[config.mk]
export PLATFORM = sky130hd
export DESIGN_NAME = sha1_stream_hasher_core
export DESIGN_NICKNAME = d
export VERILOG_FILES = /design/src/hw/rtl/sh1_pkg.sv /design/src/hw/rtl/sha1_stream_hasher_core.sv /design/src/hw/rtl/sh1_front.sv /design/src/hw/rtl/sh1_engine.sv
export SDC_FILE = /design/constraint.sdc
export NUM_CORES = 2
export LEC_CHECK = 0
export ABC_AREA = 1
export BUFFER_PORTS_ARGS = -buffer_cell sky130_fd_sc_hd__buf_2
export CORE_UTILIZATION = 50
export DETAILED_ROUTE_END_ITERATION = 7
export HOLD_SLACK_MARGIN = 0.08
export PLACE_DENSITY = 0.65
export SLEW_MARGIN = 10
export SYNTH_ARGS = -nofsm -noshare
export SYNTH_HDL_FRONTEND = slang
export SYNTH_SLANG_ARGS = --single-unit
[constraint.sdc]
create_clock -name clk -period 16.9 [get_ports clk]
set_clock_uncertainty 0.1 [all_clocks]
set_input_delay 0.845 -clock clk [delete_from_list [all_inputs] [get_ports clk]]
set_output_delay 0.845 -clock clk [all_outputs]
set_load 0.03 [all_outputs]
[src/hw/rtl/sh1_pkg.sv]
// shared types and constants for the byte-stream sha-1 hasher
// no dependencies; used by every module of the block
package sh1_pkg;

  typedef struct packed {
    logic       kind;
    logic [7:0] data_byte;
  } item_t;

  typedef struct packed {
    logic [31:0] digest_word;
    logic [2:0]  word_index;
    logic        last_word;
  } result_t;

  typedef enum logic [2:0] {
    S_IDLE,
    S_PAD,
    S_ROUND,
    S_FINAL,
    S_EMIT
  } state_t;

  localparam logic KIND_ABSORB = 1'b0;
  localparam logic KIND_FINISH = 1'b1;

  localparam logic [31:0] K0 = 32'h5A827999;
  localparam logic [31:0] K1 = 32'h6ED9EBA1;
  localparam logic [31:0] K2 = 32'h8F1BBCDC;
  localparam logic [31:0] K3 = 32'hCA62C1D6;

  localparam logic [31:0] H_INIT [5] = '{
    32'h67452301, 32'hEFCDAB89, 32'h98BADCFE, 32'h10325476, 32'hC3D2E1F0
  };

  localparam logic [7:0] PAD_MARK    = 8'h80;
  localparam logic [5:0] LAST_POS    = 6'h3f;
  localparam logic [6:0] LAST_ROUND  = 7'd79;
  localparam logic [2:0] LAST_INDEX  = 3'd4;

endpackage

[src/hw/rtl/sha1_stream_hasher_core.sv]
// sha-1 over a byte stream: message bytes are absorbed in the idle state, and every 64th byte
// starts the 80 one-per-cycle rounds followed by the chaining add
// finish: byte-serial padding, the rounds and chaining add, a second padding and compression
// when the fill was 56 bytes or more, then 5 digest beats, one per cycle unless the receiver stalls
// a 4-beat input queue keeps taking bytes while the engine compresses, until the queue is full
// reset: synchronous; queue empties, chaining values return to initial, count to zero
module sha1_stream_hasher_core #(
  parameter int QUEUE_DEPTH = 4
) (
  input  logic             clk,
  input  logic             rst,
  input  logic             item_valid,
  output logic             item_stall,
  input  sh1_pkg::item_t   item,
  output logic             result_valid,
  input  logic             result_stall,
  output sh1_pkg::result_t result
);

  logic           q_valid;
  logic           q_pop;
  sh1_pkg::item_t q_item;

  sh1_front #(
    .DEPTH(QUEUE_DEPTH)
  ) u_front (
    .clk       (clk),
    .rst       (rst),
    .item_valid(item_valid),
    .item_stall(item_stall),
    .item      (item),
    .q_valid   (q_valid),
    .q_item    (q_item),
    .q_pop     (q_pop)
  );

  sh1_engine u_engine (
    .clk         (clk),
    .rst         (rst),
    .q_valid     (q_valid),
    .q_item      (q_item),
    .q_pop       (q_pop),
    .result_valid(result_valid),
    .result_stall(result_stall),
    .result      (result)
  );

endmodule

[src/hw/rtl/sh1_front.sv]
// front part: accepts input beats and queues them for the hash engine
// depends on sh1_pkg
module sh1_front #(
  parameter int DEPTH = 4
) (
  input  logic          clk,
  input  logic          rst,
  input  logic          item_valid,
  output logic          item_stall,
  input  sh1_pkg::item_t item,
  output logic          q_valid,
  output sh1_pkg::item_t q_item,
  input  logic          q_pop
);

  localparam int PW = (DEPTH > 1) ? $clog2(DEPTH) : 1;
  localparam int CW = $clog2(DEPTH + 1);
  localparam logic [PW-1:0] PTR_LAST = PW'(DEPTH - 1);
  localparam logic [CW-1:0] CNT_FULL = CW'(DEPTH);

  sh1_pkg::item_t entries [DEPTH];
  logic [PW-1:0] wr_ptr;
  logic [PW-1:0] rd_ptr;
  logic [CW-1:0] count;
  logic          push;
  logic          pop;

  assign item_stall = (count == CNT_FULL);
  assign q_valid    = (count != '0);
  assign q_item     = entries[rd_ptr];
  assign push       = item_valid && !item_stall;
  assign pop        = q_pop && q_valid;

  always_ff @(posedge clk) begin
    if (rst) begin
      wr_ptr <= '0;
      rd_ptr <= '0;
      count  <= '0;
    end else begin
      if (push) begin
        wr_ptr <= (wr_ptr == PTR_LAST) ? '0 : wr_ptr + 1'b1;
      end
      if (pop) begin
        rd_ptr <= (rd_ptr == PTR_LAST) ? '0 : rd_ptr + 1'b1;
      end
      if (push && !pop) begin
        count <= count + 1'b1;
      end else if (pop && !push) begin
        count <= count - 1'b1;
      end
    end
  end

  always_ff @(posedge clk) begin
    if (push) begin
      entries[wr_ptr] <= item;
    end
  end

endmodule

[src/hw/rtl/sh1_engine.sv]
// back part: byte packing, padding, 80-round compression and digest output
// depends on sh1_pkg
module sh1_engine (
  input  logic             clk,
  input  logic             rst,
  input  logic             q_valid,
  input  sh1_pkg::item_t   q_item,
  output logic             q_pop,
  output logic             result_valid,
  input  logic             result_stall,
  output sh1_pkg::result_t result
);

  sh1_pkg::state_t state;
  sh1_pkg::state_t state_next;

  logic [31:0] h [5];
  logic [31:0] w [16];
  logic [31:0] a, b, c, d, e;
  logic [63:0] byte_total;
  logic [5:0]  pcnt;
  logic [6:0]  rnd;
  logic [2:0]  idx;
  logic        len_blk;
  logic        fin_mode;

  logic [5:0]  pos;
  logic        shift_en;
  logic [7:0]  shift_byte;
  logic        emit_load;
  logic [63:0] bit_len;
  logic [63:0] len_shifted;
  logic [31:0] wr;
  logic [31:0] f;
  logic [31:0] k;
  logic [31:0] t;

  assign pos         = byte_total[5:0];
  assign bit_len     = {byte_total[60:0], 3'b000};
  assign len_shifted = bit_len >> {~pcnt[2:0], 3'b000};

  // next state
  always_comb begin
    state_next = state;
    case (state)
      sh1_pkg::S_IDLE: begin
        if (q_valid) begin
          if (pos == sh1_pkg::LAST_POS) begin
            state_next = sh1_pkg::S_ROUND;
          end else if (q_item.kind == sh1_pkg::KIND_FINISH) begin
            state_next = sh1_pkg::S_PAD;
          end
        end
      end
      sh1_pkg::S_PAD: begin
        if (pcnt == sh1_pkg::LAST_POS) begin
          state_next = sh1_pkg::S_ROUND;
        end
      end
      sh1_pkg::S_ROUND: begin
        if (rnd == sh1_pkg::LAST_ROUND) begin
          state_next = sh1_pkg::S_FINAL;
        end
      end
      sh1_pkg::S_FINAL: begin
        if (!fin_mode) begin
          state_next = sh1_pkg::S_IDLE;
        end else if (len_blk) begin
          state_next = sh1_pkg::S_EMIT;
        end else begin
          state_next = sh1_pkg::S_PAD;
        end
      end
      sh1_pkg::S_EMIT: begin
        if (emit_load && idx == sh1_pkg::LAST_INDEX) begin
          state_next = sh1_pkg::S_IDLE;
        end
      end
      default: state_next = sh1_pkg::S_IDLE;
    endcase
  end

  // control outputs
  always_comb begin
    q_pop      = 1'b0;
    shift_en   = 1'b0;
    shift_byte = '0;
    emit_load  = 1'b0;
    case (state)
      sh1_pkg::S_IDLE: begin
        q_pop      = q_valid;
        shift_en   = q_valid;
        shift_byte = (q_item.kind == sh1_pkg::KIND_FINISH) ? sh1_pkg::PAD_MARK
                                                           : q_item.data_byte;
      end
      sh1_pkg::S_PAD: begin
        shift_en = 1'b1;
        // length goes into the last eight bytes of the final block
        if (len_blk && pcnt[5:3] == 3'b111) begin
          shift_byte = len_shifted[7:0];
        end
      end
      sh1_pkg::S_EMIT: begin
        emit_load = !result_valid || !result_stall;
      end
      default: begin
      end
    endcase
  end

  // round logic
  always_comb begin
    if (rnd < 7'd16) begin
      wr = w[0];
    end else begin
      wr = w[13] ^ w[8] ^ w[2] ^ w[0];
      wr = {wr[30:0], wr[31]};
    end
    if (rnd < 7'd20) begin
      f = d ^ (b & (c ^ d));
      k = sh1_pkg::K0;
    end else if (rnd < 7'd40) begin
      f = b ^ c ^ d;
      k = sh1_pkg::K1;
    end else if (rnd < 7'd60) begin
      f = (b & c) | (d & (b | c));
      k = sh1_pkg::K2;
    end else begin
      f = b ^ c ^ d;
      k = sh1_pkg::K3;
    end
    t = {a[26:0], a[31:27]} + f + e + k + wr;
  end

  always_ff @(posedge clk) begin
    if (rst) begin
      state        <= sh1_pkg::S_IDLE;
      result_valid <= 1'b0;
      byte_total   <= '0;
      fin_mode     <= 1'b0;
      len_blk      <= 1'b0;
      for (int i = 0; i < 5; i++) begin
        h[i] <= sh1_pkg::H_INIT[i];
      end
    end else begin
      state <= state_next;
      if (result_valid && !result_stall) begin
        result_valid <= 1'b0;
      end
      case (state)
        sh1_pkg::S_IDLE: begin
          if (q_valid) begin
            if (q_item.kind == sh1_pkg::KIND_FINISH) begin
              fin_mode <= 1'b1;
              len_blk  <= (pos[5:3] != 3'b111);
            end else begin
              byte_total <= byte_total + 64'd1;
            end
          end
        end
        sh1_pkg::S_FINAL: begin
          for (int i = 0; i < 5; i++) begin
            h[i] <= h[i] + ((i == 0) ? a : (i == 1) ? b : (i == 2) ? c :
                            (i == 3) ? d : e);
          end
          if (fin_mode && !len_blk) begin
            len_blk <= 1'b1;
          end
        end
        sh1_pkg::S_EMIT: begin
          if (emit_load) begin
            result_valid <= 1'b1;
            if (idx == sh1_pkg::LAST_INDEX) begin
              byte_total <= '0;
              fin_mode   <= 1'b0;
              for (int i = 0; i < 5; i++) begin
                h[i] <= sh1_pkg::H_INIT[i];
              end
            end
          end
        end
        default: begin
        end
      endcase
    end
  end

  // datapath registers without reset
  always_ff @(posedge clk) begin
    if (shift_en) begin
      for (int i = 0; i < 15; i++) begin
        w[i] <= {w[i][23:0], w[i+1][31:24]};
      end
      w[15] <= {w[15][23:0], shift_byte};
    end
    case (state)
      sh1_pkg::S_IDLE: begin
        if (q_valid && q_item.kind == sh1_pkg::KIND_FINISH) begin
          pcnt <= pos + 6'd1;
        end
      end
      sh1_pkg::S_PAD: begin
        pcnt <= pcnt + 6'd1;
      end
      sh1_pkg::S_ROUND: begin
        for (int i = 0; i < 15; i++) begin
          w[i] <= w[i+1];
        end
        w[15] <= wr;
        a   <= t;
        b   <= a;
        c   <= {b[1:0], b[31:2]};
        d   <= c;
        e   <= d;
        rnd <= rnd + 7'd1;
      end
      sh1_pkg::S_FINAL: begin
        pcnt <= '0;
        idx  <= '0;
      end
      sh1_pkg::S_EMIT: begin
        if (emit_load) begin
          result.digest_word <= h[idx];
          result.word_index  <= idx;
          result.last_word   <= (idx == sh1_pkg::LAST_INDEX);
          idx                <= idx + 3'd1;
        end
      end
      default: begin
      end
    endcase
    if (state_next == sh1_pkg::S_ROUND && state != sh1_pkg::S_ROUND) begin
      a   <= h[0];
      b   <= h[1];
      c   <= h[2];
      d   <= h[3];
      e   <= h[4];
      rnd <= '0;
    end
  end

endmodule

## Yosys cells after proc, flatten, opt, wreduce, memory -nomap -nowiden

Memories as Yosys holds them, arrays and structs flattened. A register that Yosys moved wholly into a read port is not among the register bits.
Cells that the tools add are included.
W data, S select, Z words.

- Register bits after elaboration: 257
- Memory bits (writable): 708
- Logic and storage cells: 237
- Memories: 3
- Input bits: 13
- Output and inout port bits: 38

Memory list:

| name | words | bits a word | read ports | clocked after Yosys merged registers in | write ports | line | text |
|---|---|---|---|---|---|---|---|
| u_engine.w | 16 | 32 | 16 | 0 | 16 | sh1_engine.sv:18 | `logic [31:0] w [16];` |
| u_engine.h | 5 | 32 | 6 | 1 | 5 | sh1_engine.sv:17 | `logic [31:0] h [5];` |
| u_front.entries | 4 | 9 | 1 | 1 | 1 | sh1_front.sv:21 | `sh1_pkg::item_t entries [DEPTH];` |

- Shift-type cells: 1
- Reductions and logical operators: 31
- Equal/unequal tests: 22
- Magnitude comparators: 4
- Bitwise logic cells: 39
- Add/subtract/negate cells: 18
- Mux-type cells: 101

Operator list:

| cell | count |
|---|---|
| $mux W32 | 42 |
| $add A32 B32 Y32 | 9 |
| $mux W64 | 4 |
| $xor A32 B32 Y32 | 7 |
| $pmux W64 S2 | 1 |
| $and A32 B32 Y32 | 3 |
| $add A64 B1 Y64 const B | 1 |
| $or A32 B32 Y32 | 2 |
| $shr A64 B6 Y8 | 1 |
| $mux W3 | 11 |
| $mux W31 | 1 |
| $mux W1 | 28 |
| $or A1 B1 Y1 | 26 |
| $pmux W6 S3 | 1 |
| $mux W8 | 2 |
| $pmux W8 S2 | 1 |
| $pmux W3 S5 | 1 |
| $lt A7 B5 Y1 const B | 2 |
| $lt A7 B6 Y1 const B | 2 |
| $add A6 B1 Y6 const B | 2 |
| $eq A3 B3 Y1 const B | 4 |
| $eq A6 B6 Y1 const B | 2 |
| $logic_and A1 B1 Y1 | 10 |
| $ne A2 B1 Y1 const B | 5 |
| other kinds (24) | 48 |

## Depth between registers and ports, before layout

- Depth in word-level cells: 12
- Depth in mapped cells: 27
- Gate-level depth less buffers: 26

## Modules after synthesis

Synthesis repeated with hierarchy kept, for this count alone.

- Cell total of the unflattened synthesis: 6,855
- Area, all modules: 59,514.6 µm²

By module, submodules not included:

| module | instances | area an instance (µm²) | sequential area each (µm²) | cells each |
|---|---|---|---|---|
| sh1_engine | 1 | 57,560.2 | 27,816.7 | 6,699 |
| sh1_front | 1 | 1,954.4 | 1,261.2 | 156 |

## Least setup slack after synthesis

No wires, ideal clock.

- Path type: flip-flop to flip-flop
- Start: reg u_engine.state[2]
- End: mem u_engine.w[0][0], enable pin
- Required time: 13.167 ns
- Setup slack: 3.449 ns
- Period minus slack after synthesis: 13.451 ns
- Cell stages (with the launch flop): 8
- Buffers on the path: 2
- Data arrival time: 9.717 ns
- Setup time: 3.633 ns
- Path through: dfxtp_1 inv_2 nand3_2 inv_2 nor2_2 buf_2 clkbuf_1 nand2_1

RTL lines:

| element | line | text |
|---|---|---|
| start, declared | sh1_engine.sv:14 | `sh1_pkg::state_t state;` |
| start signal, assigned | sh1_engine.sv:137 | `state <= sh1_pkg::S_IDLE;` |
| start signal, assigned | sh1_engine.sv:146 | `state <= state_next;` |
| end, declared | sh1_engine.sv:18 |  |

## Worst setup path in the final report

- Start: reg u_engine.rnd[4]
- End: reg u_engine.a[26], data pin

- Word-level cells in the longest chain between the ends: 10
- Elaborated cells between the ends (all ways): 22
- Classes of those cells: add/sub (4); order compare (4); eq/ne (2); mux (11); reduce/logical (1)

RTL lines:

| element | line | text |
|---|---|---|
| start, declared | sh1_engine.sv:22 | `logic [6:0] rnd;` |
| start signal, assigned | sh1_engine.sv:215 | `rnd <= rnd + 7'd1;` |
| $lt A7 B6 Y1 | sh1_engine.sv:125 | `end else if (rnd < 7'd60) begin` |
| $mux W32 | sh1_engine.sv:125 |  |
| $mux W32 | sh1_engine.sv:122 | `end else if (rnd < 7'd40) begin` |
| $mux W32 | sh1_engine.sv:119 | `if (rnd < 7'd20) begin` |
| $add A32 B32 Y32 (4 in a row) | sh1_engine.sv:132 | `t = {a[26:0], a[31:27]} + f + e + k + wr;` |
| $mux W32 | sh1_engine.sv:196 | `case (state)` |
| $mux W32 (*) | sh1_engine.sv:232 | `if (state_next == sh1_pkg::S_ROUND && state != sh1_pkg::S_ROUND) begin` |
| end signal, assigned | sh1_engine.sv:210 | `a <= t;` |
| end signal, assigned | sh1_engine.sv:233 | `a <= h[0];` |
| end, declared | sh1_engine.sv:19 | `logic [31:0] a, b, c, d, e;` |

Every way passes the cells marked *; elsewhere a longest branch is shown, timed or not. The select of a mux whose other input is x is not followed.
A chain may end at the register's enable or synchronous reset.

==> out/summary.md <==
### Outcome
* **run status** finished clean

### Timing
* **fraction of the cycle the final worst path needs** 0.397
* **max-slew headroom at the worst pin** 0.149
* **post-route worst setup slack** 10.20 ns
* **Final setup viols** 0
* **unrepaired setup endpoints after global routing** no
* **slew at the pin closest to its max-slew limit** 1.26 ns
* **highest achievable clock rate** 149 MHz
* **number of max-slew violations in the final report** 0
* **post-layout min period** 6.70 ns
* **Fin Hold WS** 0.209 ns
* **setup TNS after final layout** 0 ns
* **count of final hold-check violations** 0

### Route
* **overall via count from detail_route** 49,300
* **post-route ant nets** 0
* **first drt pass iteration count** 6
* **vias per cell** 5.70
* **routed len/inst** 22.4 um
* **Detailed Route Iter0 Violations** 5,251
* **Final Routed Wirelength** 193,000 um
* **drt drc** 0

### Logic synthesis
* **share of Yosys cell area claimed by the top area cell type** 0.458
* **synthesized instance count** 6,986
* **area leader, netlist** sky130_fd_sc_hd__edfxtp_1
* **synth cell count leaders** sky130_fd_sc_hd__nand2_1, sky130_fd_sc_hd__edfxtp_1, sky130_fd_sc_hd__inv_1, sky130_fd_sc_hd__o21ai_0, sky130_fd_sc_hd__nor2_1
* **number of different library cells in the post-synthesis netlist** 57
* **dominant synthesized flop cell** sky130_fd_sc_hd__edfxtp_1
* **post-synth design cell area** 59,800 um^2
* **Synth Register Bits** 996
* **count of flip-flops with a built-in enable after synthesis** 913
* **Syn. warnings** 0
* **cells taking the most area after synthesis** sky130_fd_sc_hd__edfxtp_1, sky130_fd_sc_hd__nand2_1, sky130_fd_sc_hd__inv_1, sky130_fd_sc_hd__o21ai_0, sky130_fd_sc_hd__ha_1
* **fraction of the yosys area taken by sequential cells** 0.486
* **fraction of registers with async set or reset after synthesis** 0
* **average footprint of a synthesized cell** 8.56 um^2
* **Mapped Nets** 7,327
* **most frequent cell after synthesis** sky130_fd_sc_hd__nand2_1

### Cells and area
* **Layout Area Growth over Synthesis** 9.11%
* **share of post-route cells with drive strength above 1** 0.0515
* **final core utilization** 0.551
* **number of nets in the finished design** 7,294

### Clock tree
* **Bufs on Longest Clock Path** 3
* **Inserted Clock Buffers** 111
* **clock insertion delay at the later pin of the skew report** 0.76 ns
* **clock slew at the register clock pins of the worst setup and hold paths** 0.07 ns
* **number of instances resized during post-cts repair** 0
* **clock tree root buffer cell** sky130_fd_sc_hd__clkbuf_16
* **buffers inserted during post-CTS setup optimization** 0
* **deepest level of the CTS H-tree** 3
* **TritonCTS Sinks** 996
* **TritonCTS clock tree** done
* **quantity of hold-fixing buffers added after cts** 0

### Global routing
* **vias in the first global route** 46,000
* **total routing usage reported by global routing** 0.318
* **wire length of the first global-routing pass** 289,000 um
* **overflow left after global routing** 0
* **largest net degree at the start of global routing** 198
* **number of antenna violations at the first check in global routing** 5

### Worst setup path
* **startpoint class of the critical path** flop
* **Setup CP Type** reg -> reg
* **CP max FO** 37
* **Crit path arrival time** 7.12 ns
* **critical path endpoint category** flop
* **required arrival time at the worst endpoint** 17.31 ns

### Place
* **DP Wirelength** 145,000 um
* **routability-driven placement congestion ratio** 1.02
* **count of port buffers added during placement** 50
* **DP Worst Slack** 10.27 ns

### Floorplan
* **overall die area** 121,000 um^2
* **total I/O pin count** 51
* **Placeable Area** 118,000 um^2
* **die outline width** 348 um
* **Starting Density** 0.505
* **row count** 126
* **vertical die dimension** 348 um

### Min path
* **Min-Delay Path Class** in -> reg

### Job
* **Maximum Capacitance Violations** 0

==> path summary, 6_finish.rpt <==
check,start,depth (start not counted),endpoint,slack [ns]
worst max-delay path,u_engine.rnd[4],19,u_engine.a[26],10.20
worst min-delay path,item[7],1,u_front.entries[3][7],0.21
worst max register to register,u_engine.rnd[4],19,u_engine.a[26],10.20
worst min register to register,u_engine.byte_total[8],1,u_engine.byte_total[8],0.39
==> worst max-delay path, stage by stage, from the launching register on <==
cell and delay [ns]:
sky130_fd_sc_hd__dfxtp_1 0.46, sky130_fd_sc_hd__inv_2 0.08, sky130_fd_sc_hd__nand2_1 0.81, sky130_fd_sc_hd__clkinv_1 0.94, sky130_fd_sc_hd__o21ai_0 0.54, sky130_fd_sc_hd__fa_1 0.51
sky130_fd_sc_hd__fa_1 0.52, sky130_fd_sc_hd__inv_1 0.05, sky130_fd_sc_hd__fa_1 0.52, sky130_fd_sc_hd__inv_1 0.05, sky130_fd_sc_hd__ha_1 0.37, sky130_fd_sc_hd__nand2_1 0.10
sky130_fd_sc_hd__o21bai_1 0.39, sky130_fd_sc_hd__a21oi_1 0.22, sky130_fd_sc_hd__o21ai_0 0.36, sky130_fd_sc_hd__nand2_1 0.14, sky130_fd_sc_hd__nand3_1 0.10, sky130_fd_sc_hd__nand2_1 0.05
sky130_fd_sc_hd__nand3_1 0.09, sky130_fd_sc_hd__nand2_1 0.06
==> cells in the final DEF, fill, tap and decap left out, drive strengths merged, types with 11 or more instances in the layout <==
master    netlist  routed
ha            203     203
or2            29      29
a31oi          73      73
edfxtp        913     913
o21bai         20      20
a21o           31      31
nor3           88      88
clkinv          3      49
a21oi         481     481
dfxtp          83      83
inv           859     865
nand3         221     221
nand3b         11      11
buf            73      94
clkbuf        167     126
nor2          515     515
a21boi         13      13
clkinvlp        0      13
mux2i          13      13
o221ai         21      21
nand2        1930    1930
nand4          75      75
o21ai         759     759
xor2           54      54
xnor2         103     103
o211ai         14      14
fa            125     125
a211oi         20      20
bufinv          0      17
o21a           46      46
nor4           15      15
==> sequential cells by signal (all words and copies together), names as in the netlist, 2 cells and up, named ones only <==
name and flops:
u_engine.idx 3, u_engine.h 160, u_engine.rnd 7, u_front.wr_ptr 2, u_engine.b 32, u_front.count 3
u_engine.result 36, u_engine.byte_total 61, u_engine.c 32, u_engine.d 32, u_front.rd_ptr 2, u_engine.state 3
u_front.entries 36, u_engine.pcnt 6, u_engine.e 32, u_engine.a 32, u_engine.w 512
==> logic make-up (layout without fill, tap and decap cells) <==
family	count (synthesis)	after routing	synth area share
AOI/OAI and AO/OA	1501	1501	0.136
xor gates and xnor gates	157	157	0.0230
adders and majority gates	328	328	0.0843
buffers and inverters	1102	1164	0.0721
DFF	996	996	0.486
muxes	13	13	0.00218
other	0	1	0
and+or+nand+nor	2889	2889	0.196
==> per-stage QoR <==
stage          cell area (um^2)  std cells
5_1_grt                   65300       8648
4_1_cts                   65300       8648
6_report                  65300       8649
3_3_place_gp              61400       8440
3_5_place_dp              61400       8440
2_1_floorplan             59800       6986
==> final cells by class <==
type	instances	area, um^2
fillers	11000	53100
multi-input cells	4888	26500
inverters	862	3250
well taps	1600	2000
clock inverters	82	972
diodes	1	2.50
flip-flops and latches	996	29100
repair buffers	94	618
clock buffers	126	2860
==> per-layer routing <==
metal,GRT usage,up-vias,share of wire
li1,-,23400,-
met1,0.451,23500,0.43
met2,0.485,1986,0.44
met3,0.0522,393,0.083
met4,0.126,6,0.044
met5,0,-,0.00016
Power is not shown: default switching activity piles up to over one toggle a cycle in this logic, so the estimate is an artifact.
